==> src/hdl/tts_pkg.sv <==
// Shared types and constants for the typed tag stack.
package tts_pkg;

    // Default color reported when no color entry is held (opaque white).
    localparam logic [31:0] WHITE_RGBA = 32'hFFFF_FFFF;

    typedef enum logic [2:0] {
        CMD_PUSH_COLOR = 3'd0,
        CMD_PUSH_PRIM  = 3'd1,
        CMD_POP_TOP    = 3'd2,
        CMD_POP_COLOR  = 3'd3,
        CMD_POP_PRIM   = 3'd4,
        CMD_QUERY      = 3'd5
    } cmd_t;

    typedef enum logic [1:0] {
        CFG_EMPTY_COLOR = 2'd0,
        CFG_EMPTY_PRIM  = 2'd1
    } cfg_reg_t;

    typedef enum logic [3:0] {
        ST_IDLE,
        ST_EXEC,
        ST_FIND_RD,
        ST_FIND_CHK,
        ST_SHIFT_RD,
        ST_SHIFT_WR,
        ST_SCAN_START,
        ST_SCAN_RD,
        ST_SCAN_CHK,
        ST_DONE
    } state_t;

endpackage

==> src/hdl/typed_tag_stack_unit.sv <==
// Typed tag stack: a bounded stack of color and primitive entries with a sequencer.
//
//  Channel   Direction  Handshake            Contents
//  s_*       in         s_tvalid / s_tready  tuser: command; tdata: payload
//  m_*       out        m_tvalid / m_tready  tdata: ok, colors, tag, empty, depth
//  cfg_*     in         cfg_wr_en            cfg_index selects, cfg_wr_data value
//
// Each command is taken in the idle state and then walks the entry memory through
// its single registered read port, with a read state and a check or write state for
// each entry visited. Every command ends with a scan from the top until both a color
// and a primitive are seen or the bottom is reached; a typed pop first searches down
// for its entry and moves every entry above it down by one slot.
// Reset clears the entry count and loads both default registers; memory needs no clearing.
// A finished result is held in an output register, so the next command is accepted
// while the beat waits; the sequencer only stalls when a new result is ready and the
// previous beat has not yet been taken.
module typed_tag_stack_unit #(
    parameter int STACK_DEPTH  = 16,
    parameter int PAYLOAD_BITS = 32,
    localparam int CNT_W = $clog2(STACK_DEPTH + 1),
    localparam int OUT_W = ((67 + CNT_W + 7) / 8) * 8
) (
    input  logic             aclk,
    input  logic             aresetn,

    input  logic             s_tvalid,
    output logic             s_tready,
    input  logic [2:0]       s_tuser,   // [2:0] command
    input  logic [31:0]      s_tdata,   // [31:0] payload

    output logic             m_tvalid,
    input  logic             m_tready,
    // [0] ok, [32:1] top_color, [64:33] top_primitive, [65] top_is_color,
    // [66] is_empty, then depth, then zero fill
    output logic [OUT_W-1:0] m_tdata,

    input  logic             cfg_wr_en,
    input  logic             cfg_index,
    input  logic [31:0]      cfg_wr_data
);

    localparam int ADDR_W = (STACK_DEPTH > 1) ? $clog2(STACK_DEPTH) : 1;
    localparam int ENT_W  = PAYLOAD_BITS + 1;

    // Entry memory: the top bit is the tag (1 = color), the rest is the payload.
    logic [ENT_W-1:0] mem [STACK_DEPTH];
    logic [ENT_W-1:0] rd_q;
    logic [ADDR_W-1:0] rd_addr;
    logic              wr_en;
    logic [ADDR_W-1:0] wr_addr;
    logic [ENT_W-1:0]  wr_data;

    tts_pkg::state_t state_reg, state_next;
    tts_pkg::cmd_t   cmd_reg, cmd_next;
    logic [31:0]     payload_reg, payload_next;
    logic [CNT_W-1:0] count_reg, count_next;
    logic [ADDR_W-1:0] idx_reg, idx_next;
    logic            ok_reg, ok_next;
    logic            first_reg, first_next;
    logic            found_c_reg, found_c_next;
    logic            found_p_reg, found_p_next;
    logic            tag_reg, tag_next;
    logic [31:0]     color_reg, color_next;
    logic [31:0]     prim_reg, prim_next;

    logic [31:0]     empty_color_reg;
    logic [31:0]     empty_prim_reg;

    logic            out_valid_reg, out_valid_next;
    logic            out_ok_reg, out_tag_reg, out_empty_reg;
    logic [31:0]     out_color_reg, out_prim_reg;
    logic [CNT_W-1:0] out_depth_reg;
    logic            out_load;

    // Derived views of the registered read data and the latched command.
    logic            rd_tag;
    logic [31:0]     rd_payload32;
    logic [63:0]     payload_ext;
    logic            want_color;
    logic [CNT_W-1:0] idx_plus1;
    logic [CNT_W-1:0] idx_plus2;
    logic [ADDR_W-1:0] top_addr;
    logic            full;

    always_comb begin
        rd_tag       = rd_q[PAYLOAD_BITS];
        rd_payload32 = 32'(64'(rd_q[PAYLOAD_BITS-1:0]));
        payload_ext  = {32'd0, payload_reg};
        want_color   = (cmd_reg == tts_pkg::CMD_POP_COLOR);
        idx_plus1    = CNT_W'(idx_reg) + CNT_W'(1);
        idx_plus2    = CNT_W'(idx_reg) + CNT_W'(2);
        top_addr     = ADDR_W'(count_reg - CNT_W'(1));
        full         = (count_reg == CNT_W'(STACK_DEPTH));
    end

    // Memory: one write port, one registered read port.
    always_ff @(posedge aclk) begin
        if (wr_en) begin
            mem[wr_addr] <= wr_data;
        end
        rd_q <= mem[rd_addr];
    end

    // Next-state logic of the sequencer.
    always_comb begin
        state_next = state_reg;
        case (state_reg)
            tts_pkg::ST_IDLE: begin
                if (s_tvalid) begin
                    state_next = tts_pkg::ST_EXEC;
                end
            end
            tts_pkg::ST_EXEC: begin
                if ((cmd_reg == tts_pkg::CMD_POP_COLOR || cmd_reg == tts_pkg::CMD_POP_PRIM)
                    && count_reg != '0) begin
                    state_next = tts_pkg::ST_FIND_RD;
                end else begin
                    state_next = tts_pkg::ST_SCAN_START;
                end
            end
            tts_pkg::ST_FIND_RD: state_next = tts_pkg::ST_FIND_CHK;
            tts_pkg::ST_FIND_CHK: begin
                if (rd_tag == want_color) begin
                    // Removing the top entry needs no move-down.
                    if (idx_plus1 == count_reg) begin
                        state_next = tts_pkg::ST_SCAN_START;
                    end else begin
                        state_next = tts_pkg::ST_SHIFT_RD;
                    end
                end else if (idx_reg == '0) begin
                    state_next = tts_pkg::ST_SCAN_START;
                end else begin
                    state_next = tts_pkg::ST_FIND_RD;
                end
            end
            tts_pkg::ST_SHIFT_RD: state_next = tts_pkg::ST_SHIFT_WR;
            tts_pkg::ST_SHIFT_WR: begin
                if (idx_plus2 == count_reg) begin
                    state_next = tts_pkg::ST_SCAN_START;
                end else begin
                    state_next = tts_pkg::ST_SHIFT_RD;
                end
            end
            tts_pkg::ST_SCAN_START: begin
                if (count_reg == '0) begin
                    state_next = tts_pkg::ST_DONE;
                end else begin
                    state_next = tts_pkg::ST_SCAN_RD;
                end
            end
            tts_pkg::ST_SCAN_RD: state_next = tts_pkg::ST_SCAN_CHK;
            tts_pkg::ST_SCAN_CHK: begin
                if (((found_c_reg || rd_tag) && (found_p_reg || !rd_tag)) || idx_reg == '0) begin
                    state_next = tts_pkg::ST_DONE;
                end else begin
                    state_next = tts_pkg::ST_SCAN_RD;
                end
            end
            tts_pkg::ST_DONE: begin
                if (!out_valid_reg || m_tready) begin
                    state_next = tts_pkg::ST_IDLE;
                end
            end
            default: state_next = tts_pkg::ST_IDLE;
        endcase
    end

    // Datapath and output controls of the sequencer.
    always_comb begin
        s_tready     = (state_reg == tts_pkg::ST_IDLE);
        cmd_next     = cmd_reg;
        payload_next = payload_reg;
        count_next   = count_reg;
        idx_next     = idx_reg;
        ok_next      = ok_reg;
        first_next   = first_reg;
        found_c_next = found_c_reg;
        found_p_next = found_p_reg;
        tag_next     = tag_reg;
        color_next   = color_reg;
        prim_next    = prim_reg;
        rd_addr      = idx_reg;
        wr_en        = 1'b0;
        wr_addr      = idx_reg;
        wr_data      = rd_q;
        out_load     = 1'b0;

        case (state_reg)
            tts_pkg::ST_IDLE: begin
                if (s_tvalid) begin
                    cmd_next     = tts_pkg::cmd_t'(s_tuser);
                    payload_next = s_tdata;
                end
            end
            tts_pkg::ST_EXEC: begin
                ok_next  = 1'b0;
                idx_next = top_addr;
                case (cmd_reg)
                    tts_pkg::CMD_PUSH_COLOR, tts_pkg::CMD_PUSH_PRIM: begin
                        if (!full) begin
                            wr_en      = 1'b1;
                            wr_addr    = ADDR_W'(count_reg);
                            wr_data    = {cmd_reg == tts_pkg::CMD_PUSH_COLOR,
                                          payload_ext[PAYLOAD_BITS-1:0]};
                            count_next = count_reg + CNT_W'(1);
                            ok_next    = 1'b1;
                        end
                    end
                    tts_pkg::CMD_POP_TOP: begin
                        if (count_reg != '0) begin
                            count_next = count_reg - CNT_W'(1);
                            ok_next    = 1'b1;
                        end
                    end
                    tts_pkg::CMD_QUERY: ok_next = 1'b1;
                    default: ok_next = 1'b0;
                endcase
            end
            tts_pkg::ST_FIND_CHK: begin
                if (rd_tag == want_color) begin
                    ok_next = 1'b1;
                    if (idx_plus1 == count_reg) begin
                        count_next = count_reg - CNT_W'(1);
                    end
                end else if (idx_reg != '0) begin
                    idx_next = idx_reg - ADDR_W'(1);
                end
            end
            tts_pkg::ST_SHIFT_RD: begin
                rd_addr = ADDR_W'(idx_plus1);
            end
            tts_pkg::ST_SHIFT_WR: begin
                // Move the entry above the gap down by one slot.
                wr_en   = 1'b1;
                wr_addr = idx_reg;
                wr_data = rd_q;
                if (idx_plus2 == count_reg) begin
                    count_next = count_reg - CNT_W'(1);
                end else begin
                    idx_next = ADDR_W'(idx_plus1);
                end
            end
            tts_pkg::ST_SCAN_START: begin
                idx_next     = top_addr;
                first_next   = 1'b1;
                found_c_next = 1'b0;
                found_p_next = 1'b0;
                tag_next     = 1'b0;
                color_next   = empty_color_reg;
                prim_next    = empty_prim_reg;
            end
            tts_pkg::ST_SCAN_CHK: begin
                first_next = 1'b0;
                if (first_reg) begin
                    tag_next = rd_tag;
                end
                if (rd_tag && !found_c_reg) begin
                    color_next   = rd_payload32;
                    found_c_next = 1'b1;
                end
                if (!rd_tag && !found_p_reg) begin
                    prim_next    = rd_payload32;
                    found_p_next = 1'b1;
                end
                if (idx_reg != '0) begin
                    idx_next = idx_reg - ADDR_W'(1);
                end
            end
            tts_pkg::ST_DONE: begin
                out_load = !out_valid_reg || m_tready;
            end
            default: begin
            end
        endcase
    end

    always_comb begin
        if (out_load) begin
            out_valid_next = 1'b1;
        end else if (m_tready) begin
            out_valid_next = 1'b0;
        end else begin
            out_valid_next = out_valid_reg;
        end
    end

    // Control registers.
    always_ff @(posedge aclk) begin
        if (!aresetn) begin
            state_reg       <= tts_pkg::ST_IDLE;
            count_reg       <= '0;
            out_valid_reg   <= 1'b0;
            empty_color_reg <= tts_pkg::WHITE_RGBA;
            empty_prim_reg  <= 32'd0;
        end else begin
            state_reg     <= state_next;
            count_reg     <= count_next;
            out_valid_reg <= out_valid_next;
            if (cfg_wr_en) begin
                if (cfg_index == 1'(tts_pkg::CFG_EMPTY_COLOR)) begin
                    empty_color_reg <= cfg_wr_data;
                end else begin
                    empty_prim_reg <= cfg_wr_data;
                end
            end
        end
    end

    // Working and result registers.
    always_ff @(posedge aclk) begin
        cmd_reg     <= cmd_next;
        payload_reg <= payload_next;
        idx_reg     <= idx_next;
        ok_reg      <= ok_next;
        first_reg   <= first_next;
        found_c_reg <= found_c_next;
        found_p_reg <= found_p_next;
        tag_reg     <= tag_next;
        color_reg   <= color_next;
        prim_reg    <= prim_next;
        if (out_load) begin
            out_ok_reg    <= ok_reg;
            out_color_reg <= color_reg;
            out_prim_reg  <= prim_reg;
            out_tag_reg   <= tag_reg;
            out_empty_reg <= (count_reg == '0);
            out_depth_reg <= count_reg;
        end
    end

    assign m_tvalid = out_valid_reg;
    assign m_tdata  = OUT_W'({out_depth_reg, out_empty_reg, out_tag_reg,
                              out_prim_reg, out_color_reg, out_ok_reg});

    // The stack never holds more entries than it has slots.
    a_count_bound: assert property (@(posedge aclk) disable iff (!aresetn)
        count_reg <= CNT_W'(STACK_DEPTH))
        else $error("entry count exceeds stack depth");

    // One command moves the count by at most one entry.
    a_count_step: assert property (@(posedge aclk) disable iff (!aresetn)
        count_reg != $past(count_reg) |->
            (count_reg == $past(count_reg) + CNT_W'(1)) ||
            (count_reg + CNT_W'(1) == $past(count_reg)))
        else $error("entry count changed by more than one");

    // A move-down always reads a slot below the current count.
    a_shift_range: assert property (@(posedge aclk) disable iff (!aresetn)
        state_reg == tts_pkg::ST_SHIFT_RD |-> idx_plus1 < count_reg)
        else $error("move-down reads beyond the top entry");

    // A delivered beat reports emptiness consistent with its depth.
    a_empty_depth: assert property (@(posedge aclk) disable iff (!aresetn)
        m_tvalid |-> (out_empty_reg == (out_depth_reg == '0)))
        else $error("empty flag disagrees with depth");

endmodule

==> config.mk <==
export PLATFORM = sky130hd
export DESIGN_NAME = typed_tag_stack_unit
export DESIGN_NICKNAME = d
export VERILOG_FILES = /design/src/hdl/tts_pkg.sv /design/src/hdl/typed_tag_stack_unit.sv
export SDC_FILE = /design/constraint.sdc
export NUM_CORES = 1
export LEC_CHECK = 0
export BUFFER_PORTS_ARGS = -buffer_cell sky130_fd_sc_hd__buf_2
export CAP_MARGIN = 20
export CORE_MARGIN = 2
export CORE_UTILIZATION = 45
export DETAILED_ROUTE_END_ITERATION = 12
export PLACE_DENSITY = 0.58
export SYNTH_ARGS = -nofsm -noshare
export SYNTH_HDL_FRONTEND = slang
export SYNTH_SLANG_ARGS = --single-unit
==> constraint.sdc <==
create_clock -name aclk -period 9.9 [get_ports aclk]
set_clock_uncertainty 0.15 [all_clocks]
set_input_delay 0.495 -clock aclk [delete_from_list [all_inputs] [get_ports aclk]]
set_output_delay 0.495 -clock aclk [all_outputs]
set_load 0.05 [all_outputs]
==> run_results.csv <==
group,metric,value,unit
run_status,status,"complete, no violations",
routing,routedWlPerCell,23.79,µm
finish,nFillCells,5346,
finish,final_nets,2066,
finish,multi_input_area,7034,µm²
placed_design,port_buffers,146,
synthesis,ys_seq_elements,815,
sta,min_period,4298,ps
cts,cts-root-buf,"clkbuf_16",
synthesis,synthFlopType,"edfxtp_1",
critical_path,worstSetupEndpointType,"flop",
grt,grt_busiest_layer,"met2",
job,cap_violations,0,
synthesis,ys_async_sr_fraction,0,
cts,cts_buffers,83,
floorplan,core_area,67400,µm²
grt,gr-usage-met2,0.3311,
sta,rsz0062_at_grt,"false",
synthesis,syn_inst,1745,
critical_path,worstPathArrival,4660,ps
cts,postCtsSetupBuffers,0,
floorplan,die_area,70510,µm²
sta,tightest_slew,1032,ps
grt,use_met1,0.2813,
grt,grt_overflow,0,
synthesis,synth_cell_types,65,
grt,grt_usage,0.2009,
floorplan,initial_utilization,0.4567,
grt,grt_pass1_vias,16590,
placed_design,post-place-ws,5541,ps
synthesis,netlist_area,30780,µm²
grt,grt_first_pass_wirelength,104.6,mm
finish,drive_gt1_frac,0.2479,
critical_path,crit_fanout,40,
sta,max_freq,232.7,MHz
synthesis,synth_edf_count,708,
synthesis,synth_warnings,0,
cts,clock_latency,630,ps
sta,fin_ws,5602,ps
cts,clk_pin_slew_worst_paths,60,ps
critical_path,r2r-start,"state_reg[3]",
critical_path,crit_start,"state_reg[3]",
critical_path,required,10260,ps
finish,regArea,23400,µm²
critical_path,crit_type,"flop to flop",
grt,antenna_found_initial,1,
grt,grt_use_met3,0.02879,
routing,antenna_left,0,
finish,utilization,0.5350,
cts,cts_tree,"done",
critical_path,start_kind,"flop",
power,p_leak,0.01238,µW
synthesis,yosys.area.top_type,"edfxtp_1",
routing,viasPerCell,5.548,
cts,clock-sinks,815,
routing,vias,16230,
routing,drt_iter0_markers,1348,
floorplan,pin_count,147,
worst_hold_path,min_from,"m_tready",
synthesis,syn_nets,1826,
finish,regMostFlops,"mem",
synthesis,yosys-top-cells-area,"edfxtp_1, mux4_2, dfxtp_1",
floorplan,die_w,265.5,µm
power,p_per_area,230.9,nW/µm²
worst_hold_path,hold_class,"input port to flop",
routing,drc,0,
routing,totalWireLength,69.62,mm
sta,fin_crit_sh,0.4341,
cts,cts_buffer_depth,3,
finish,n_antenna_cell,0,
sta,finalMaxSlewViolations,0,
placed_design,dp_hpwl,37.67,mm
placed_design,place.gp.congestion,0.7897,
sta,setup_tns,0,ps
cts,cts_htree_levels,3,
finish,syn_to_final_growth,17.14,%
power,vdd_drop_max,0.1314,mV
synthesis,ys_seq_area_frac,0.7603,
sta,setup_viol,0,
synthesis,post-synth-top-area-fraction,0.6907,
sta,hold_viol,0,
synthesis,postSynthAreaPerCell,17.64,µm²
routing,first_pass_iters,5,
floorplan,die_h,265.5,µm
finish,biggestRegsByFlops,"mem x528, rd_q x33",
sta,slew_headroom,0.3090,
finish,largest_reg_flops,528,
grt,grt_max_degree,75,
floorplan,rows,95,
## cell families (layout without fill, tap and decap cells)
kind of cell / count (synthesis) / count (layout) / share of synthesized area
adders and majority gates: 8 / 8 / 0.003252
DFF: 815 / 815 / 0.7603
AOI/OAI and AO/OA: 163 / 163 / 0.03817
and+or+nand+nor: 460 / 460 / 0.06195
muxes: 172 / 172 / 0.1113
xor gates and xnor gates: 19 / 19 / 0.006463
buffers and inverters: 108 / 416 / 0.01854
## cell type report
class,count,share of cell area
Sequential cell,815,0.6491
Inverter,11,0.001145
Timing Repair Buffer,252,0.04820
Tap cell,873,0.03030
Clock buffer,119,0.06656
Clock inverter,34,0.009613
Multi-Input combinational cell,822,0.1951
## metrics by stage
step	cell area [µm²]	hold WS, ps	cells	total power, µW
final	36050	111.0	2926	8325
after global placement	32570	254.1	2703	5226
after global routing	36050	128.8	2926	8632
after CTS	36050	89.07	2926	8405
after detailed placement	32640	254.5	2706	5265
after floorplan	30780	250.3	1745	4922
## worst paths after layout
kind	endpoint	slack, ps	cells past startpoint
hold reg to reg	out_color_reg[1]	270	0
setup / recovery	rd_q[15]	5600	9
setup reg to reg	rd_q[15]	5600	9
hold / removal	m_tvalid	110	3
## power by group
group | total [µW] | leakage (µW) | internal (µW) | switching, µW
registers | 4210 | 0.00729 | 4080 | 131
logic | 993 | 0.00376 | 392 | 601
clock network | 3120 | 0.00133 | 1830 | 1290
total | 8330 | 0.0124 | 6300 | 2020
## Yosys cell counts, types with 3 or more instances
library cell	instances
a21boi_0	33
a21oi_1	14
a22oi_1	68
a31oi_1	5
a32oi_1	4
and2_1	3
buf_1	4
buf_2	17
buf_4	4
buf_8	7
clkbuf_1	57
clkbuf_4	5
dfxtp_1	107
edfxtp_1	708
ha_1	8
inv_1	8
inv_2	3
mux2_2	32
mux2i_1	7
mux4_2	132
nand2_1	346
nand2b_1	6
nand3_1	38
nand4_1	4
nor2_1	30
nor2b_1	6
nor3_1	10
o211ai_1	3
o21ai_0	8
o22ai_1	4
o31ai_1	3
or2_2	3
or3_1	3
xnor2_1	13
xor2_1	4
## critical path: stages, from the launching register on
cell and delay [ps]:
dfxtp_1 620, nand2b_4 240, or3_1 550, xnor2_4 170
buf_4 450, buf_16 310, buf_4 720, mux4_2 590
a22oi_1 230, nand2_1 80
## cells in the final DEF, fill, tap and decap left out, types with 9 or more instances in the layout
cell	count
dfxtp_1	107
a21boi_0	33
edfxtp_1	708
a21oi_1	14
xnor2_1	13
clkinv_2	11
buf_4	36
nand3_1	37
clkbuf_16	89
dlygate4sd3_1	67
nor3_1	9
nor2_1	14
clkbuf_1	24
mux4_2	132
buf_2	146
a22oi_1	68
nand2_1	345
mux2_2	32
nor2_4	16
## per-layer routing
metal | wire, µm | up-vias
li1 | - | 7237
met2 | 34080 | 464
met5 | 0 | -
met4 | 1196 | 0
met3 | 3861 | 75
met1 | 30480 | 8456
## timing repair
action / in CTS / in global routing
resized for setup: 0 / 0
hold buffers: 67 / 0
endpoints found under the hold margin: 98 / 0
No activity file was read; power rests on OpenSTA's default activity.
